===== config.mk =====
export PLATFORM = sky130hd
export DESIGN_NAME = srmq_span
export DESIGN_NICKNAME = d
export VERILOG_FILES = /design/src/rtl/core/sparse_table_range_max_unit_defines.svh /design/src/rtl/core/srmq_pkg.sv /design/src/rtl/core/srmq_span.sv
export SDC_FILE = /design/constraint.sdc
export NUM_CORES = 1
export LEC_CHECK = 0
export BUFFER_PORTS_ARGS = -buffer_cell sky130_fd_sc_hd__buf_2
export CORE_UTILIZATION = 30
export DETAILED_ROUTE_END_ITERATION = 10
export SLEW_MARGIN = 20
export SYNTH_ARGS = -nofsm -noshare
export SYNTH_HDL_FRONTEND = slang
export SYNTH_SLANG_ARGS = --single-unit

===== constraint.sdc =====
create_clock -name vclk -period 12.05
set_input_delay 0.6025 -clock vclk [all_inputs]
set_output_delay 0.6025 -clock vclk [all_outputs]
set_load 0.01 [all_outputs]

===== src/rtl/core/sparse_table_range_max_unit_defines.svh =====
// ----------------------------------------------------------------------------
// Sparse table range maximum: assertion macros
// Clocked on clk and disabled during rst; used by the top level only.
// ----------------------------------------------------------------------------
`ifndef SPARSE_TABLE_RANGE_MAX_UNIT_DEFINES_SVH
`define SPARSE_TABLE_RANGE_MAX_UNIT_DEFINES_SVH

// Consequent checked in the same cycle as the antecedent.
`define SRMQ_ASSERT_IMP(label, ante, cons, msg) \
  label: assert property (@(posedge clk) disable iff (rst) (ante) |-> (cons)) \
    else $error(msg);

// Consequent checked in the cycle after the antecedent.
`define SRMQ_ASSERT_NXT(label, ante, cons, msg) \
  label: assert property (@(posedge clk) disable iff (rst) (ante) |=> (cons)) \
    else $error(msg);

`endif


===== src/rtl/core/srmq_pkg.sv =====
// ----------------------------------------------------------------------------
// Sparse table range maximum: shared package
// Sizes, table entry and request types, controller states, pair compare.
// ----------------------------------------------------------------------------
package srmq_pkg;

  localparam int MAX_ELEMENTS = 1024;
  localparam int NUM_LEVELS   = 11;
  localparam int VAL_W        = 32;
  localparam int IDX_W        = $clog2(MAX_ELEMENTS);
  localparam int CNT_W        = IDX_W + 1;
  localparam int LVL_W        = $clog2(NUM_LEVELS);
  localparam int ADDR_W       = LVL_W + IDX_W;
  localparam int MEM_DEPTH    = NUM_LEVELS * MAX_ELEMENTS;

  localparam logic [CNT_W-1:0] COUNT_RESET = CNT_W'(MAX_ELEMENTS);

  localparam logic FUNC_LOAD  = 1'b0;
  localparam logic FUNC_QUERY = 1'b1;

  typedef struct packed {
    logic signed [VAL_W-1:0] val;
    logic [IDX_W-1:0]        pos;
  } entry_t;

  typedef struct packed {
    logic              we;
    logic [ADDR_W-1:0] waddr;
    entry_t            wdata;
    logic [ADDR_W-1:0] raddr_a;
    logic [ADDR_W-1:0] raddr_b;
  } mem_req_t;

  typedef struct packed {
    logic             err;
    logic [LVL_W-1:0] k;
    logic [IDX_W-1:0] r2;
  } span_t;

  typedef enum logic [1:0] {
    ST_IDLE,
    ST_QUERY,
    ST_BUILD_RD,
    ST_BUILD_GAP
  } state_t;

  // Returns b when b beats a (value first, then position), else a.
  function automatic entry_t pair_max(entry_t a, entry_t b);
    logic b_wins;
    b_wins = (b.val > a.val) || ((b.val == a.val) && (b.pos > a.pos));
    return b_wins ? b : a;
  endfunction

endpackage


===== src/rtl/core/srmq_span.sv =====
// ----------------------------------------------------------------------------
// Sparse table range maximum: query span decode
// Checks a range and finds the block level and the second block start.
// ----------------------------------------------------------------------------
module srmq_span (
  input  logic [srmq_pkg::IDX_W-1:0] left,
  input  logic [srmq_pkg::IDX_W-1:0] right,
  input  logic [srmq_pkg::CNT_W-1:0] n_act,
  input  logic                       built,
  output srmq_pkg::span_t            span
);
  import srmq_pkg::*;

  logic [CNT_W-1:0] len;
  logic [CNT_W-1:0] r2_wide;
  logic [LVL_W-1:0] k;

  assign len = {1'b0, right} - {1'b0, left} + CNT_W'(1);

  // Floor of log2 of the range length.
  always_comb begin
    k = '0;
    for (int b = 0; b < CNT_W; b++) begin
      if (len[b]) begin
        k = LVL_W'(b);
      end
    end
  end

  assign r2_wide = {1'b0, right} + CNT_W'(1) - (CNT_W'(1) << k);

  always_comb begin
    span.err = !built || (left > right) || ({1'b0, right} >= n_act);
    span.k   = k;
    span.r2  = r2_wide[IDX_W-1:0];
  end

endmodule


# Word level (Yosys, flattened, before mapping)
# Index checks and enable logic that the tools add are counted.
classes:
  addsub: 4
  n_lt_le_gt_ge: 2
  shifts: 1
  n_mux: 10
  n_reduce_logical: 3
op_table:
  columns: ["operator", "count"]
  rows:
  - ["two-way mux 4 bit", 9]
  - ["adder 11 x 1 -> 11 bit (second input constant)", 1]
  - [">= comparator 10 x 11 -> 1 bit", 1]
  - ["subtractor 10 x 10 -> 11 bit", 1]
  - ["adder 10 x 1 -> 10 bit (second input constant)", 1]
  - ["greater-than comparator 10 bit", 1]
  - ["left shift 1 x 4 -> 10 bit (first input constant)", 1]
  - ["subtractor 10 bit", 1]
  - ["logical OR 1 bit", 2]
  - ["logical NOT 1 bit", 1]
  - ["two-way mux 1 bit", 1]
word_totals:
  regBits: 0

# Logic depth before layout (Yosys ltp)
logic_depth:
  word_depth: 14
  ltp_mapped: 21
  mapped_depth_nobuf: 21

# Worst setup path after synthesis
# No wires, ideal clock.
synth_path:
  path_type: "input port to output port"
  from: "in right[1] (netlist name)"
  to: "out span[9] (netlist name)"
  t_arrival_ns: 4.609
  required_ns: 11.447
  path_slack_ns: 6.838
  stages: 21
  n_path_buf: 0
  path_cell_list: "inv_1 -> ha_1 -> inv_1 -> ha_1 -> fa_1 -> a21o_1 -> a21oi_1 -> xnor2_1 -> o311ai_1 -> a31oi_2 -> and4_1 -> ha_1 -> inv_1 -> ha_1 -> fa_1 -> a21oi_1 -> nor2b_1 -> o31ai_1 -> a21oi_1 -> xnor2_1 -> xnor2_1"
synth_rtl:
  columns: ["element", "line", "rtl"]
  rows:
  - ["start, declared", "srmq_span.sv:7", "input logic [srmq_pkg::IDX_W-1:0] right,"]
  - ["end, declared", "srmq_span.sv:10", "output srmq_pkg::span_t span"]

==> summary.txt <==
Outcome
  • Status: finished clean

Min path
  • Hold_sp: right[0]
  • Hold Path Class: in -> out

Placed design
  • Hpwl dp: 3990 um
  • IO buf count: 47
  • DP Area: 2140 sq um
  • Placed insts: 347
  • GP Congestion: 0.797

Routing
  • WL final: 4420 um
  • Iteration count of the initial detailed-routing pass: 4
  • Drt first-iter violations: 56
  • Drt via density: 4.97
  • Drt drc: 0
  • Routed Antenna Nets: 0
  • Via count: 1724
  • Routed WL per cell: 12.7 um

Cells and area
  • Design area: 2140 sq um
  • FF+latch area: 0 sq um
  • Ant. Diodes: 0
  • Most frequent cells in the layout: 56 x ha_1, 47 x buf_2, 37 x inv_1
  • Flip-flop and latch count: 0
  • Nets: 364
  • Clock buffers: 0
  • Layout cell share with drive strength beyond 1: 22.8%
  • Area Growth Syn to Fin: 17.4%
  • Most common cell after layout, fill and taps aside: ha_1
  • Fill cells: 650
  • Non-filler instance count after layout: 347

Setup path
  • Setup Crit Path Kind: in -> out
  • CP Launch Type: input pin
  • CP required: 11450 ps
  • Critical path fanouts, max: 4
  • Crit end category: output port
  • CP Capture Point: span[9]
  • CP Launch Point: right[1]
  • CP Data Arrival Time: 5230 ps

STA
  • Tcrit/Tclk final: 48.4%
  • Worst-margin pin slew: 455 ps
  • Smallest hold slack: 1570 ps
  • Fmax: 172 MHz
  • Hold Vio Cnt, Final: 0
  • RSZ-0062 raised after global routing: no
  • Final setup violation count: 0
  • Fin crit period: 5830 ps
  • Worst slew margin: 69.2%
  • Slew Limit Fails: 0
  • Setup TNS: 0 ps

Floorplanning
  • Die Wd: 80.0 um
  • Core Area: 5890 sq um
  • Chip height: 80.0 um
  • Row cnt: 28
  • Ports: 47
  • Die area: 6410 sq um
  • Initial core utilization: 31.0%

Power
  • Static leakage: 1.14 nW
  • Peak VDD IR: 29.5 uV
  • Pwr/cell area: 69.1 nW/um^2

Synthesis
  • Mapped Avg Cell Area: 8.08 sq um
  • Syn nets: 316
  • Synthesized cell area: 1830 sq um
  • Yosys cell types: 53
  • Synth Instances: 226
  • Sequential fraction of the synthesis area: 0%
  • Yosys warns: 0

Global routing
  • Largest net degree at the start of global routing: 8
  • Total grt overflow: 0
  • First-pass GRT wire length: 7510 um
  • Total track usage: 14.3%
  • Number of global-route vias before repair: 1665
  • Antenna violations before repair: 0

Run
  • Max Cap Viol: 0

CTS
  • Post-CTS Hold Fix Bufs: 0
  • Post-CTS Setup Bufs: 0
  • Resized Gates After CTS: 0
==> final cells by class <==
cell class                      instances  area [sq um]  area share [%]
Timing Repair Buffer                   47           235            11.0
Inverter                               37           139            6.48
Tap cell                               75          93.8            4.38
Multi-Input combinational cell        188          1680            78.2
==> worst min-delay path by stage <==
stage          cells past startpoint  slack, ps      end
2_1_floorplan                      1       1360  span[0]
3_3_place_gp                       3       1580  span[0]
3_5_place_dp                       3       1570  span[0]
4_1_cts                            3       1580  span[0]
5_1_grt                            3       1610  span[0]
6_report                           3       1570  span[0]
==> logic make-up after synthesis <==
group,Yosys count,share of synthesized area (%)
compound gates,61,25.6
xor+xnor,15,7.19
fa+ha+maj,58,40.5
buf+inv,38,8.22
simple gates,54,18.4
==> where the power goes <==
group          switching (W)  internal, W  leakage, nW  total (W)
Clock                      0            0            0          0
Combinational      0.0000819    0.0000662         1.14   0.000148
Sequential                 0            0            0          0
Total              0.0000819    0.0000662         1.14   0.000148
==> per-stage QoR <==
step / util [%] / total power, W / setup slack [ps]
6_report: 36.4 / 0.000148 / 6220
4_1_cts: 36.4 / 0.000149 / 6210
5_1_grt: 36.4 / 0.000167 / 5750
3_5_place_dp: 36.4 / 0.000148 / 6240
2_1_floorplan: - / 0.000108 / 6840
3_3_place_gp: 36.4 / 0.000147 / 6270
==> worst max-delay path, stage by stage <==
cell and delay [ps]:
buf_2 90, inv_1 70, ha_1 310, inv_1 50
ha_1 220, fa_1 440, a21o_1 180, a21oi_1 160
xnor2_1 110, o311ai_1 470, a31oi_2 200, and4_1 200
ha_1 270, inv_1 40, ha_1 210, fa_1 410
a21oi_1 160, nor2b_1 70, o31ai_1 310, a21oi_1 150
xnor2_1 210, xnor2_1 140, buf_2 150
==> cell usage after synthesis, drive strengths merged (2+ instances only) <==
cell,instances,share of area [%]
nor3,2,0.55
nor3b,3,1.8
or3,2,0.68
a2111oi,2,2.3
nand2,8,1.6
or2,2,0.69
fa,2,2.2
nand3,4,1.1
ha,56,38
a31oi,2,1.0
o21ai,6,1.6
and4,2,1.1
inv,37,7.6
xnor2,9,4.3
nor2b,6,2.1
a21o,7,2.9
a21oi,14,3.8
nand2b,2,0.68
o211ai,5,2.6
o21a,10,4.2
nor2,9,1.8
o31ai,2,0.82
nand4,4,1.4
xor2,6,2.9
a211oi,5,2.3
==> routing by layer <==
layer	GRT usage [%]	up-vias	part of all wire, %
met5	0	-	0
met4	0.536	0	0.41
met3	0.800	2	3.7
met2	23.8	33	44
met1	21.1	776	52
li1	-	913	-
Note: power is estimated with default switching activity, not from simulation.
