<file path="config.mk">
export PLATFORM = sky130hd
export DESIGN_NAME = srmq_ctrl
export DESIGN_NICKNAME = d
export VERILOG_FILES = /design/src/rtl/core/sparse_table_range_max_unit_defines.svh /design/src/rtl/core/srmq_pkg.sv /design/src/rtl/core/srmq_ctrl.sv
export SDC_FILE = /design/constraint.sdc
export NUM_CORES = 1
export LEC_CHECK = 0
export BUFFER_PORTS_ARGS = -buffer_cell sky130_fd_sc_hd__buf_2
export CORE_UTILIZATION = 40
export CTS_CLUSTER_SIZE = 28
export DETAILED_ROUTE_END_ITERATION = 8
export PLACE_DENSITY = 0.73
export SYNTH_ARGS = -nofsm -noshare
export SYNTH_HDL_FRONTEND = slang
export SYNTH_SLANG_ARGS = --single-unit
</file>
<file path="constraint.sdc">
create_clock -name clk -period 4.95 [get_ports clk]
set_input_delay 0.2475 -clock clk [delete_from_list [all_inputs] [get_ports clk]]
set_output_delay 0.2475 -clock clk [all_outputs]
set_load 0.02 [all_outputs]
</file>
<file path="src/rtl/core/sparse_table_range_max_unit_defines.svh">
// ----------------------------------------------------------------------------
// Sparse table range maximum: assertion macros
// Clocked on clk and disabled during rst; used by the top level only.
// ----------------------------------------------------------------------------
`ifndef SPARSE_TABLE_RANGE_MAX_UNIT_DEFINES_SVH
`define SPARSE_TABLE_RANGE_MAX_UNIT_DEFINES_SVH

// Consequent checked in the same cycle as the antecedent.
`define SRMQ_ASSERT_IMP(label, ante, cons, msg) \
  label: assert property (@(posedge clk) disable iff (rst) (ante) |-> (cons)) \
    else $error(msg);

// Consequent checked in the cycle after the antecedent.
`define SRMQ_ASSERT_NXT(label, ante, cons, msg) \
  label: assert property (@(posedge clk) disable iff (rst) (ante) |=> (cons)) \
    else $error(msg);

`endif

</file>
<file path="src/rtl/core/srmq_pkg.sv">
// ----------------------------------------------------------------------------
// Sparse table range maximum: shared package
// Sizes, table entry and request types, controller states, pair compare.
// ----------------------------------------------------------------------------
package srmq_pkg;

  localparam int MAX_ELEMENTS = 1024;
  localparam int NUM_LEVELS   = 11;
  localparam int VAL_W        = 32;
  localparam int IDX_W        = $clog2(MAX_ELEMENTS);
  localparam int CNT_W        = IDX_W + 1;
  localparam int LVL_W        = $clog2(NUM_LEVELS);
  localparam int ADDR_W       = LVL_W + IDX_W;
  localparam int MEM_DEPTH    = NUM_LEVELS * MAX_ELEMENTS;

  localparam logic [CNT_W-1:0] COUNT_RESET = CNT_W'(MAX_ELEMENTS);

  localparam logic FUNC_LOAD  = 1'b0;
  localparam logic FUNC_QUERY = 1'b1;

  typedef struct packed {
    logic signed [VAL_W-1:0] val;
    logic [IDX_W-1:0]        pos;
  } entry_t;

  typedef struct packed {
    logic              we;
    logic [ADDR_W-1:0] waddr;
    entry_t            wdata;
    logic [ADDR_W-1:0] raddr_a;
    logic [ADDR_W-1:0] raddr_b;
  } mem_req_t;

  typedef struct packed {
    logic             err;
    logic [LVL_W-1:0] k;
    logic [IDX_W-1:0] r2;
  } span_t;

  typedef enum logic [1:0] {
    ST_IDLE,
    ST_QUERY,
    ST_BUILD_RD,
    ST_BUILD_GAP
  } state_t;

  // Returns b when b beats a (value first, then position), else a.
  function automatic entry_t pair_max(entry_t a, entry_t b);
    logic b_wins;
    b_wins = (b.val > a.val) || ((b.val == a.val) && (b.pos > a.pos));
    return b_wins ? b : a;
  endfunction

endpackage

</file>
<file path="src/rtl/core/srmq_ctrl.sv">
// ----------------------------------------------------------------------------
// Sparse table range maximum: controller
// Takes loads and queries, sequences the level build, forms results.
// ----------------------------------------------------------------------------
module srmq_ctrl (
  input  logic                              clk,
  input  logic                              rst,
  input  logic                              start,
  input  logic                              func,
  input  logic signed [srmq_pkg::VAL_W-1:0] value,
  input  logic [srmq_pkg::IDX_W-1:0]        position,
  input  logic [srmq_pkg::IDX_W-1:0]        left,
  input  srmq_pkg::span_t                   span,
  input  logic                              cfg_valid,
  input  logic [srmq_pkg::CNT_W-1:0]        cfg_data,
  input  srmq_pkg::entry_t                  rdata_a,
  input  srmq_pkg::entry_t                  rdata_b,
  output logic                              busy,
  output logic                              cfg_ready,
  output logic [srmq_pkg::CNT_W-1:0]        n_act,
  output logic                              built,
  output srmq_pkg::mem_req_t                mem_req,
  output logic                              done,
  output logic signed [srmq_pkg::VAL_W-1:0] max_value,
  output logic [srmq_pkg::IDX_W-1:0]        max_position,
  output logic                              error
);
  import srmq_pkg::*;

  state_t            state;
  state_t            state_next;
  logic [CNT_W-1:0]  count;
  logic [CNT_W-1:0]  n_last;
  logic [LVL_W-1:0]  lev;
  logic [LVL_W-1:0]  lev_nx;
  logic [IDX_W-1:0]  idx;
  logic              pend;
  logic [ADDR_W-1:0] wr_addr;
  logic              q_err;
  logic              accept;
  logic              cfg_write;
  logic              load_ok;
  logic              load_last;
  logic              last_idx;
  logic              more_levels;
  logic [CNT_W:0]    lev_span;
  logic [CNT_W-1:0]  j_sum;
  logic [IDX_W-1:0]  j_pos;
  entry_t            pick;

  // A count of zero acts as one, anything above the table size as the size.
  always_comb begin
    if (count == '0) begin
      n_act = CNT_W'(1);
    end else if (count > CNT_W'(MAX_ELEMENTS)) begin
      n_act = CNT_W'(MAX_ELEMENTS);
    end else begin
      n_act = count;
    end
  end

  assign n_last    = n_act - CNT_W'(1);
  assign accept    = start && (state == ST_IDLE);
  assign cfg_write = cfg_valid && cfg_ready;
  assign load_ok   = ({1'b0, position} < n_act);
  assign load_last = ({1'b0, position} == n_last);
  assign last_idx  = ({1'b0, idx} == n_last);

  assign lev_nx      = lev + LVL_W'(1);
  assign lev_span    = (CNT_W + 1)'(1) << lev_nx;
  assign more_levels = (int'(lev_nx) < NUM_LEVELS) && (lev_span <= {1'b0, n_act});

  // Partner of entry idx one level down, clamped to the last element.
  assign j_sum = {1'b0, idx} + (CNT_W'(1) << (lev - LVL_W'(1)));
  assign j_pos = (j_sum > n_last) ? n_last[IDX_W-1:0] : j_sum[IDX_W-1:0];

  assign pick = pair_max(rdata_a, rdata_b);

  always_comb begin
    state_next = state;
    unique case (state)
      ST_IDLE: begin
        if (accept) begin
          if (func == FUNC_QUERY) begin
            state_next = ST_QUERY;
          end else if (load_ok && load_last && (n_act > CNT_W'(1))) begin
            state_next = ST_BUILD_RD;
          end
        end
      end
      ST_QUERY:     state_next = ST_IDLE;
      ST_BUILD_RD:  state_next = last_idx ? ST_BUILD_GAP : ST_BUILD_RD;
      ST_BUILD_GAP: state_next = more_levels ? ST_BUILD_RD : ST_IDLE;
      default:      state_next = ST_IDLE;
    endcase
  end

  always_comb begin
    busy            = 1'b1;
    cfg_ready       = 1'b0;
    mem_req.we      = pend;
    mem_req.waddr   = wr_addr;
    mem_req.wdata   = pick;
    mem_req.raddr_a = {lev - LVL_W'(1), idx};
    mem_req.raddr_b = {lev - LVL_W'(1), j_pos};
    unique case (state)
      ST_IDLE: begin
        busy            = 1'b0;
        cfg_ready       = 1'b1;
        mem_req.raddr_a = {span.k, left};
        mem_req.raddr_b = {span.k, span.r2};
        if (accept && (func == FUNC_LOAD) && load_ok) begin
          mem_req.we        = 1'b1;
          mem_req.waddr     = {LVL_W'(0), position};
          mem_req.wdata.val = value;
          mem_req.wdata.pos = position;
        end
      end
      default: begin
        busy = 1'b1;
      end
    endcase
  end

  always_ff @(posedge clk) begin
    if (rst) begin
      state <= ST_IDLE;
      count <= COUNT_RESET;
      built <= 1'b0;
      pend  <= 1'b0;
      done  <= 1'b0;
      lev   <= LVL_W'(1);
      idx   <= '0;
    end else begin
      state <= state_next;
      pend  <= (state == ST_BUILD_RD);
      done  <= (state == ST_QUERY);
      if (cfg_write) begin
        count <= cfg_data;
        built <= 1'b0;
      end else if (accept && (func == FUNC_LOAD) && load_ok) begin
        // With a single element the last load leaves nothing to build.
        built <= load_last && (n_act == CNT_W'(1));
      end else if ((state == ST_BUILD_GAP) && !more_levels) begin
        built <= 1'b1;
      end
      if (accept) begin
        lev <= LVL_W'(1);
        idx <= '0;
      end else if ((state == ST_BUILD_RD) && !last_idx) begin
        idx <= idx + IDX_W'(1);
      end else if ((state == ST_BUILD_GAP) && more_levels) begin
        lev <= lev_nx;
        idx <= '0;
      end
    end
  end

  always_ff @(posedge clk) begin
    if (accept) begin
      q_err <= span.err;
    end
    if (state == ST_BUILD_RD) begin
      wr_addr <= {lev, idx};
    end
    if (state == ST_QUERY) begin
      error        <= q_err;
      max_value    <= q_err ? '0 : pick.val;
      max_position <= q_err ? '0 : pick.pos;
    end
  end

endmodule

</file>
-- After elaboration in Yosys (flattened, before gate mapping)
Cells that the tools add are included.
- bits in registers: 88
- input port bits: 167
- equality and inequality tests: 9
- magnitude comparators: 8
- mux-type cells: 18
- shift-type cells: 2
- $add $sub $neg: 5
- reduce and logical (&&, ||, !) cells: 23
- bitwise logic cells: 2
- operators with widths (kind ; count):
    two-way mux 85 bit ; 1
    two-way mux 57 bit ; 1
    two-way mux 42 bit ; 1
    equality test 32 bit ; 1
    > comparator 32 bit ; 1
    two-way mux 10 bit ; 3
    equality test 10 x 11 -> 1 bit ; 2
    two-way mux 11 bit ; 2
    <= comparator 12 x 11 -> 1 bit ; 1
    logical AND 1 bit ; 12
    << shifter 1 x 4 -> 12 bit, first input constant ; 1
    adder 10 x 11 -> 11 bit ; 1
    equality test 11 x 1 -> 1 bit, second input constant ; 1
    > comparator 11 x 1 -> 1 bit, second input constant ; 1
    > comparator 11 bit ; 1
    > comparator 11 bit, second input constant ; 1
    logical NOT 11 bit ; 1
    less-than comparator 10 x 11 -> 1 bit ; 1
    << shifter 1 x 4 -> 11 bit, first input constant ; 1
    subtractor 11 x 1 -> 11 bit, second input constant ; 1
    adder 10 x 1 -> 10 bit, second input constant ; 1
    > comparator 10 bit ; 1
    two-way mux 2 bit ; 4
    one-hot mux 2 bit (4 select lines) ; 1
    other kinds (15) ; 25

-- Depth between registers and ports, before layout
Gate-level depths: netlist (run 1).
- depth in word-level cells: 11
- depth in mapped cells: 25
- gate-level depth less buffers: 23

-- Worst setup path before layout (run 1)
OpenSTA, ideal clock, no wires.
- path kind: register to output
- start: register lev[0]
- end: output mem_req[0] (netlist name)
- path buffers: 2
- setup slack: -0.346 ns
- data arrival time: 5.049 ns
- required time: 4.703 ns
- stages on the path, launching flop included: 25
- path through: dfxtp_1 > clkbuf_1 > inv_1 > ha_1 > a21o_1 > nor2b_1 > a31oi_1 > nor2b_1 > ha_1 > fa_1 > a211oi_1 > o21bai_1 > a31oi_1 > o21bai_1 > a21oi_1 > xnor2_1 > ha_1 > nand4_1 > nor2_1 > nand3_1 > a21boi_1 > nand2_1 > clkbuf_1 > mux2i_1 > o21ai_0
- RTL lines (element ; line ; RTL):
    start: declaration ; srmq_ctrl.sv:34 ; logic [LVL_W-1:0] lev;
    start signal: assignment ; srmq_ctrl.sv:153 ; lev <= lev_nx;
    end: declaration ; srmq_ctrl.sv:22 ; output srmq_pkg::mem_req_t mem_req,

==> qor.csv, run 1 <==
stage,metric,value,unit
setup_path,critPathSlowestCell,sky130_fd_sc_hd__dfxtp_4,
synthesis,synth_area_per_cell,8.46,um2
clocking,clock_tree.root_cell,sky130_fd_sc_hd__clkbuf_16,
setup_path,critical_path_peak_fanout,6,
timing,slew_at_the_pin_closest_to_its_max_slew_limit,714,ps
finish,area.sequential,2350,um2
run,max-cap-violations,0,
clocking,cts_tree,yes,
placed_design,detailed_place.area,10100,um2
setup_path,setup.worst_path.end_class,primary output,
placed_design,port_buffers,309,
timing,post-route-period-util,0.987,
timing,fmaxAchievable,205,MHz
setup_path,path_class,flop to primary output,
setup_path,critical_path.startpoint,lev[1],
placed_design,place.gp.congestion,0.926,
timing,totalNegativeSetupSlack,0,ps
global_routing,wire_length_of_the_first_global_routing_pass,40.1,mm
timing,worst_slack,64.2,ps
timing,hold_violations,0,
finish,layout.cells.most_common,sky130_fd_sc_hd__buf_2,
timing,finalClockSkew,14.9,ps
placed_design,detailedPlace.worstSlack,7.93,ps
timing,timing.final.max_slew_violations,0,
placed_design,dp_hpwl,21.3,mm
synthesis,synth.net_count,1217,
synthesis,ys.flop_type,sky130_fd_sc_hd__edfxtp_1,
die,die_area,20900,um2
finish,fillers,1826,
route,vias,8166,
die,rows,51,
synthesis,synthArstFlopShare,0,
setup_path,rrSetupSlack,930,ps
route,drt_first_iter_violations,382,
synthesis,synth-seq-area-share,0.289,
finish,stdcell_area,10700,um2
pwr,powerDensity,213,nW/um2
synthesis,synth_area,8120,um2
finish,drive_gt1_frac,0.345,
global_routing,largest_net_degree_at_the_start_of_global_routing,49,
clocking,insertion_delay,370,ps
route,detail_route.first_pass.iterations,5,
route,route.antenna.remaining_nets,0,
die,initial_utilization,0.413,
die,design.core.area,19700,um2
setup_path,cp_cell_sequence,inv_4 > ha_4 > nor3_2 > a21o_1 > nor2b_4 > a31oi_4 > buf_4 > nor2b_2 > ha_1 > a21o_1 > a221o_1 > nor2_2 > xnor2_2 > ha_1 > a21oi_1 > a21oi_1 > o211ai_1 > a2bb2oi_2 > o221ai_2 > nand2_2 > buf_6 > mux2i_4 > a21oi_2 > buf_4,
route,drt_drc_violations_left,0,
global_routing,grt_overflow_total,0,
route,wl,27.3,mm
setup_path,critPathMaxStageDelay,380,ps
setup_path,cp.required,4700,ps
die,design.portCount,310,
finish,layout.core_utilization,0.547,
global_routing,antenna_found_initial,6,
die,floorplan.die.width,144,um
timing,rsz0062_at_grt,yes,
clocking,clkTransAtPathRegs,60,ps
finish,mostFrequentLayoutCells,"sky130_fd_sc_hd__buf_2, sky130_fd_sc_hd__inv_1, sky130_fd_sc_hd__mux2i_1",
clocking,clock_tree.buffer_depth,2,
clocking,clkSinkCount,88,
finish,multiInputGateArea,5380,um2
global_routing,track_usage,0.257,
clocking,tritoncts_buffers,9,
die,die_h,144,um
finish,synthToLayoutAreaGrowth,32.4,%
synthesis,synth_seq_cells,88,
setup_path,cp.arrival,4640,ps
timing,final.hold.worst_slack,67.7,ps
setup_path,r2r-start,count[2],
finish,layout.nets,1533,
synthesis,synth.lib_cells_used.distinct,67,
synthesis,yosysWarningCount,0,
setup_path,critical_path.endpoint,mem_req[4],
pwr,leakagePower,5.64,nW
pwr,irDropWorstVdd,0.157,mV
setup_path,critical_path.startpoint_type,flop,
synthesis,syn_inst,959,
min_path,class_of_the_worst_hold_path,primary input to flop,
timing,timing.final.setup_violations,0,
route,detail_route.vias_per_cell,5.26,
timing,worst_slew_margin_rel,0.523,
clocking,ctsHtreeMaxLevel,3,
setup_path,worst_r2r_endpoint,idx[5],
global_routing,grt_pass1_vias,7640,
synthesis,edff_count_synth,58,
route,route.detailed.wl_per_inst,17.6,um
timing,timing.final.crit_period,4890,ps
run_status,outcome,finished clean,
setup_path,reg2reg_depth,15,
[logic make-up (layout without fill, tap and decap cells)]
logic type | count (synthesis) | count (layout) | share of synthesized area
simple gates | 315 | 315 | 0.191
xor+xnor | 36 | 36 | 0.0405
mux | 103 | 103 | 0.129
buf+inv | 162 | 483 | 0.0792
fa+ha+maj | 91 | 91 | 0.141
other cells | 0 | 8 | 0
flops | 88 | 88 | 0.289
compound gates | 164 | 164 | 0.131
[area by class of cell]
cell class                      instances  area share
Multi-Input combinational cell        709       0.501
Sequential cell                        88       0.219
Timing Repair Buffer                  352       0.180
Inverter                              115      0.0406
Tap cell                              265      0.0308
Clock buffer                           13      0.0233
Clock inverter                          3     0.00396
Antenna cell                            8     0.00186
[through the flow]
step | instances | power (mW)
finish | 1553 | 2.29
global placement | 1516 | 1.57
global route | 1551 | 2.40
CTS | 1538 | 2.29
detailed placement | 1516 | 1.58
floorplan | 959 | 1.31
[where the power goes]
group / switching [mW] / total (mW) / internal, mW
Combinational: 0.454 / 0.764 / 0.309
Clock: 0.307 / 0.713 / 0.406
Sequential: 0.0105 / 0.815 / 0.804
Total: 0.772 / 2.29 / 1.52
[synthesized netlist by cell type, types with 2 or more instances]
| library cell | count | area share |
|---|---|---|
| sky130_fd_sc_hd__or2_2 | 5 | 0.0039 |
| sky130_fd_sc_hd__a221oi_1 | 2 | 0.0022 |
| sky130_fd_sc_hd__o2bb2ai_1 | 4 | 0.0043 |
| sky130_fd_sc_hd__mux2i_1 | 92 | 0.11 |
| sky130_fd_sc_hd__nand2_1 | 87 | 0.040 |
| sky130_fd_sc_hd__a21o_1 | 16 | 0.015 |
| sky130_fd_sc_hd__and2_1 | 28 | 0.022 |
| sky130_fd_sc_hd__o32ai_1 | 2 | 0.0022 |
| sky130_fd_sc_hd__o2111ai_1 | 2 | 0.0022 |
| sky130_fd_sc_hd__nor2b_1 | 19 | 0.015 |
| sky130_fd_sc_hd__a211oi_1 | 6 | 0.0056 |
| sky130_fd_sc_hd__mux2_2 | 11 | 0.015 |
| sky130_fd_sc_hd__o21ai_0 | 33 | 0.020 |
| sky130_fd_sc_hd__o22ai_1 | 2 | 0.0015 |
| sky130_fd_sc_hd__o21ai_1 | 2 | 0.0012 |
| sky130_fd_sc_hd__buf_1 | 7 | 0.0032 |
| sky130_fd_sc_hd__dfxtp_1 | 30 | 0.074 |
| sky130_fd_sc_hd__xnor2_1 | 27 | 0.029 |
| sky130_fd_sc_hd__a21oi_1 | 44 | 0.027 |
| sky130_fd_sc_hd__o211ai_1 | 6 | 0.0056 |
| sky130_fd_sc_hd__a22oi_1 | 2 | 0.0018 |
| sky130_fd_sc_hd__nor3_1 | 19 | 0.012 |
| sky130_fd_sc_hd__nor4_1 | 4 | 0.0031 |
| sky130_fd_sc_hd__nand4_1 | 16 | 0.012 |
| sky130_fd_sc_hd__a311oi_1 | 2 | 0.0022 |
| sky130_fd_sc_hd__ha_1 | 90 | 0.14 |
| sky130_fd_sc_hd__a31oi_1 | 8 | 0.0062 |
| sky130_fd_sc_hd__o31ai_1 | 4 | 0.0037 |
| sky130_fd_sc_hd__edfxtp_1 | 58 | 0.21 |
| sky130_fd_sc_hd__a211o_1 | 7 | 0.0076 |
| sky130_fd_sc_hd__buf_4 | 6 | 0.0056 |
| sky130_fd_sc_hd__and3_1 | 7 | 0.0054 |
| sky130_fd_sc_hd__or3_1 | 4 | 0.0031 |
| sky130_fd_sc_hd__o21a_1 | 10 | 0.0093 |
| sky130_fd_sc_hd__nor2_1 | 89 | 0.041 |
| sky130_fd_sc_hd__xor2_1 | 8 | 0.0086 |
| sky130_fd_sc_hd__nor3b_1 | 7 | 0.0065 |
| sky130_fd_sc_hd__nand3_1 | 12 | 0.0074 |
| sky130_fd_sc_hd__inv_1 | 114 | 0.053 |
| sky130_fd_sc_hd__nand2b_1 | 7 | 0.0054 |
| sky130_fd_sc_hd__o21bai_1 | 3 | 0.0028 |
| sky130_fd_sc_hd__clkbuf_1 | 32 | 0.015 |
[state kept, by name, summed over array words and instances (netlist names)]
signal,count
done,1
count,11
max_value,32
max_position,10
lev,4
state,2
error,1
wr_addr,14
built,1
q_err,1
pend,1
idx,10
[layer usage]
metal | wire length (um) | vias up | GRT usage
met5 | 0 | - | 0
met4 | 1280 | 0 | 0.155
met3 | 2140 | 71 | 0.0576
met2 | 13400 | 361 | 0.447
met1 | 10500 | 3760 | 0.285
li1 | - | 3974 | -
[timing repair]
action                                  4_1_cts  5_1_grt
hold endpoints to repair                      0        0
gates cloned                                  0        0
setup buffers                                 6        7
hold buffers                                  0        0
pin swaps                                    11       30
gates resized for setup                      17       51
endpoints found under the setup margin       10       32
[critical path, delay by kind of cell, from the launching register on]
kind                       cells  cell delay (ps)
DFF                            1              380
AOI/OAI and AO/OA             10             1630
xor gates and xnor gates       1              160
and+or+nand+nor                5              710
adders and majority gates      3              690
buffers and inverters          4              510
muxes                          1              180
[how the worst min path moves through the flow]
stage	start	endpoint	slack [ps]	cells past startpoint
floorplan	rst	done	320	1
global placement	span[14]	q_err	430	1
detailed placement	span[14]	q_err	430	1
CTS	span[14]	q_err	60	1
global route	span[14]	q_err	60	1
finish	span[14]	q_err	70	1
(Power assumes the default switching activity.)
==> run 2, diff against run 1 <==
Settings changed: BUFFER_PORTS_ARGS -buffer_cell sky130_fd_sc_hd__buf_2 to -buffer_cell sky130_fd_sc_hd__clkbuf_2.
==> run 2 against run 1 <==
Against the previous run:
- count of clock-buffer cells in the layout increased by 1
- fmax increased by 0.14%
- setup slack better by 6.8 ps
- non-clock buffer count is 1 higher
- combinational power is essentially flat
==> qor.csv, run 2 (synthesis results as in run 1) <==
stage,metric,value,unit,change
clocking,insertion_delay,350,ps,was 370 ps
finish,largest_reg_flops,32,,unchanged
route,met1Wirelength,10.7,mm,was 10.5 mm
route,drt_first_iter_violations,471,,was 382
global_routing,antenna_found_initial,3,,was 6
placed_design,detailed_place.area,10100,um2,unchanged
setup_path,critical_path.startpoint_type,flop,,unchanged
global_routing,largest_net_degree_at_the_start_of_global_routing,45,,was 49
route,detailroute.wirelength.met3,1.85,mm,was 2.14 mm
clocking,clock_tree.buffer_depth,2,,unchanged
clocking,tritoncts_buffers,9,,unchanged
route,route.antenna.remaining_nets,0,,unchanged
global_routing,grt_overflow_total,0,,unchanged
finish,stdcell_area,10700,um2,about the same
pwr,power,2.30,mW,was 2.29 mW
setup_path,setup.worst_path.end_class,primary output,,unchanged
die,design.portCount,310,,unchanged
die,initial_utilization,0.413,,unchanged
clocking,cts_tree,yes,,unchanged
finish,layout.nets,1534,,was 1533
setup_path,critical_path_peak_fanout,6,,unchanged
finish,layout.cells.most_common,sky130_fd_sc_hd__clkbuf_2,,was sky130_fd_sc_hd__buf_2
setup_path,cp.required,4700,ps,about the same
finish,layout.core_utilization,0.546,,was 0.547
route,drt_drc_violations_left,0,,unchanged
placed_design,place.gp.congestion,0.933,,was 0.926
timing,rsz0062_at_grt,yes,,unchanged
clocking,ctsHtreeMaxLevel,3,,unchanged
setup_path,worst-path-buf-inv,3,,was 4
run_status,outcome,finished clean,,unchanged
timing,final.hold.worst_slack,77.8,ps,was 67.7 ps
placed_design,port_buffers,309,,unchanged
clocking,clock_tree.root_cell,sky130_fd_sc_hd__clkbuf_16,,unchanged
clocking,clkSinkCount,88,,unchanged
timing,slew_at_the_pin_closest_to_its_max_slew_limit,733,ps,was 714 ps
finish,drive_gt1_frac,0.340,,was 0.345
finish,synthToLayoutAreaGrowth,32.1,%,was 32.4%
setup_path,cp.arrival,4630,ps,was 4640 ps
route,wl,26.8,mm,was 27.3 mm
pwr,leakagePower,5.69,nW,was 5.64 nW
timing,finalClockSkew,13.0,ps,was 14.9 ps
run,max-cap-violations,0,,unchanged
die,die_h,144,um,unchanged
setup_path,path_class,flop to primary output,,unchanged
die,rows,51,,unchanged
route,vias,8070,,was 8166
global_routing,track_usage,0.252,,was 0.257
die,die_area,20900,um2,unchanged
timing,timing.final.setup_violations,0,,unchanged
setup_path,cp_cell_sequence,or3_1 > or4_4 > nor2_1 > o21ai_0 > ha_1 > nor3b_1 > o21ai_1 > inv_1 > ha_1 > or2_2 > a21oi_1 > a21oi_1 > o211ai_1 > a2bb2oi_2 > o221ai_2 > nand2_2 > buf_6 > mux2i_4 > a21oi_2 > clkbuf_8,,was inv_4 > ha_4 > nor3_2 > a21o_1 > nor2b_4 > a31oi_4 > buf_4 > nor2b_2 > ha_1 > a21o_1 > a221o_1 > nor2_2 > xnor2_2 > ha_1 > a21oi_1 > a21oi_1 > o211ai_1 > a2bb2oi_2 > o221ai_2 > nand2_2 > buf_6 > mux2i_4 > a21oi_2 > buf_4
setup_path,critPathSlowestCell,sky130_fd_sc_hd__or4_4,,was sky130_fd_sc_hd__dfxtp_4
pwr,powerDensity,214,nW/um2,was 213 nW/um2
timing,hold_violations,0,,unchanged
setup_path,delay_heaviest_family_cp,simple AND/OR/NAND/NOR gates,,was compound AO/OA/AOI/OAI gates
clocking,clkTransAtPathRegs,60,ps,about the same
finish,registers.top_by_ff_count,max_value,,unchanged
setup_path,critPathMaxStageDelay,570,ps,was 380 ps
timing,fmaxAchievable,205,MHz,about the same
timing,timing.final.max_slew_violations,0,,unchanged
timing,post-route-period-util,0.986,,was 0.987
global_routing,wire_length_of_the_first_global_routing_pass,39.2,mm,was 40.1 mm
timing,worst_slew_margin_rel,0.511,,was 0.523
die,design.core.area,19700,um2,unchanged
route,met2_length,13.1,mm,was 13.4 mm
finish,mostFrequentLayoutCells,"sky130_fd_sc_hd__clkbuf_2, sky130_fd_sc_hd__inv_1, sky130_fd_sc_hd__mux2i_1",,"was sky130_fd_sc_hd__buf_2, sky130_fd_sc_hd__inv_1, sky130_fd_sc_hd__mux2i_1"
min_path,class_of_the_worst_hold_path,primary input to flop,,unchanged
die,floorplan.die.width,144,um,unchanged
route,route.detailed.wl_per_inst,17.3,um,was 17.6 um
pwr,irDropWorstVdd,0.161,mV,was 0.157 mV
route,detail_route.first_pass.iterations,5,,unchanged
clocking,cts_hold_buffers,0,,unchanged
timing,timing.final.crit_period,4880,ps,was 4890 ps
global_routing,grt_pass1_vias,7484,,was 7640
route,detail_route.vias_per_cell,5.21,,was 5.26
route,highest-signal-layer,met4,,unchanged
timing,totalNegativeSetupSlack,0,ps,unchanged
finish,largest_registers,"max_value x32, wr_addr x14, count x11",,unchanged
placed_design,dp_hpwl,21.4,mm,was 21.3 mm
[run 2: per-layer routing]
| metal | vias up | global-route usage |
|---|---|---|
| met1 | 3718 | 0.282 |
| met3 | 55 | 0.0566 |
| met5 | - | 0 |
| li1 | 3975 | - |
| met2 | 322 | 0.439 |
| met4 | 0 | 0.147 |
[run 2: worst paths after layout]
kind	cells after the start	endpoint	start	slack [ps]
worst min register to register	2	count[1]	count[1]	470
worst min-delay path	1	q_err	span[14]	80
worst max register to register	15	idx[2]	count[3]	970
worst max-delay path	20	mem_req[4]	count[3]	70
[run 2: layout make-up]
type                    instances  area [um2]
flip-flops and latches         88        2350
inverters                     115         437
repair buffers                353        1930
fillers                      1824        8930
diodes                          4        10.0
multi-input cells             709        5360
clock buffers                  14         265
well taps                     265         332
clock inverters                 2        37.5
[run 2: stage by stage]
stage / setup WS, ps / instances
after floorplan: 64.7 / 959
after global placement: 72.4 / 1516
after detailed placement: -163 / 1516
after CTS: 16.4 / 1544
after global routing: -169 / 1549
final: 70.9 / 1550
[run 2: power breakdown]
part | switching [mW] | internal (mW) | total, mW | leakage, nW
logic | 0.456 | 0.308 | 0.765 | 4.76
registers | 0.0108 | 0.805 | 0.815 | 0.788
clock network | 0.296 | 0.424 | 0.719 | 0.142
[run 2: what timing repair did]
action | 4_1_cts | 5_1_grt
setup endpoints to repair | 10 | 10
resized for setup | 28 | 34
pin swaps | 19 | 24
setup buffers | 12 | 3
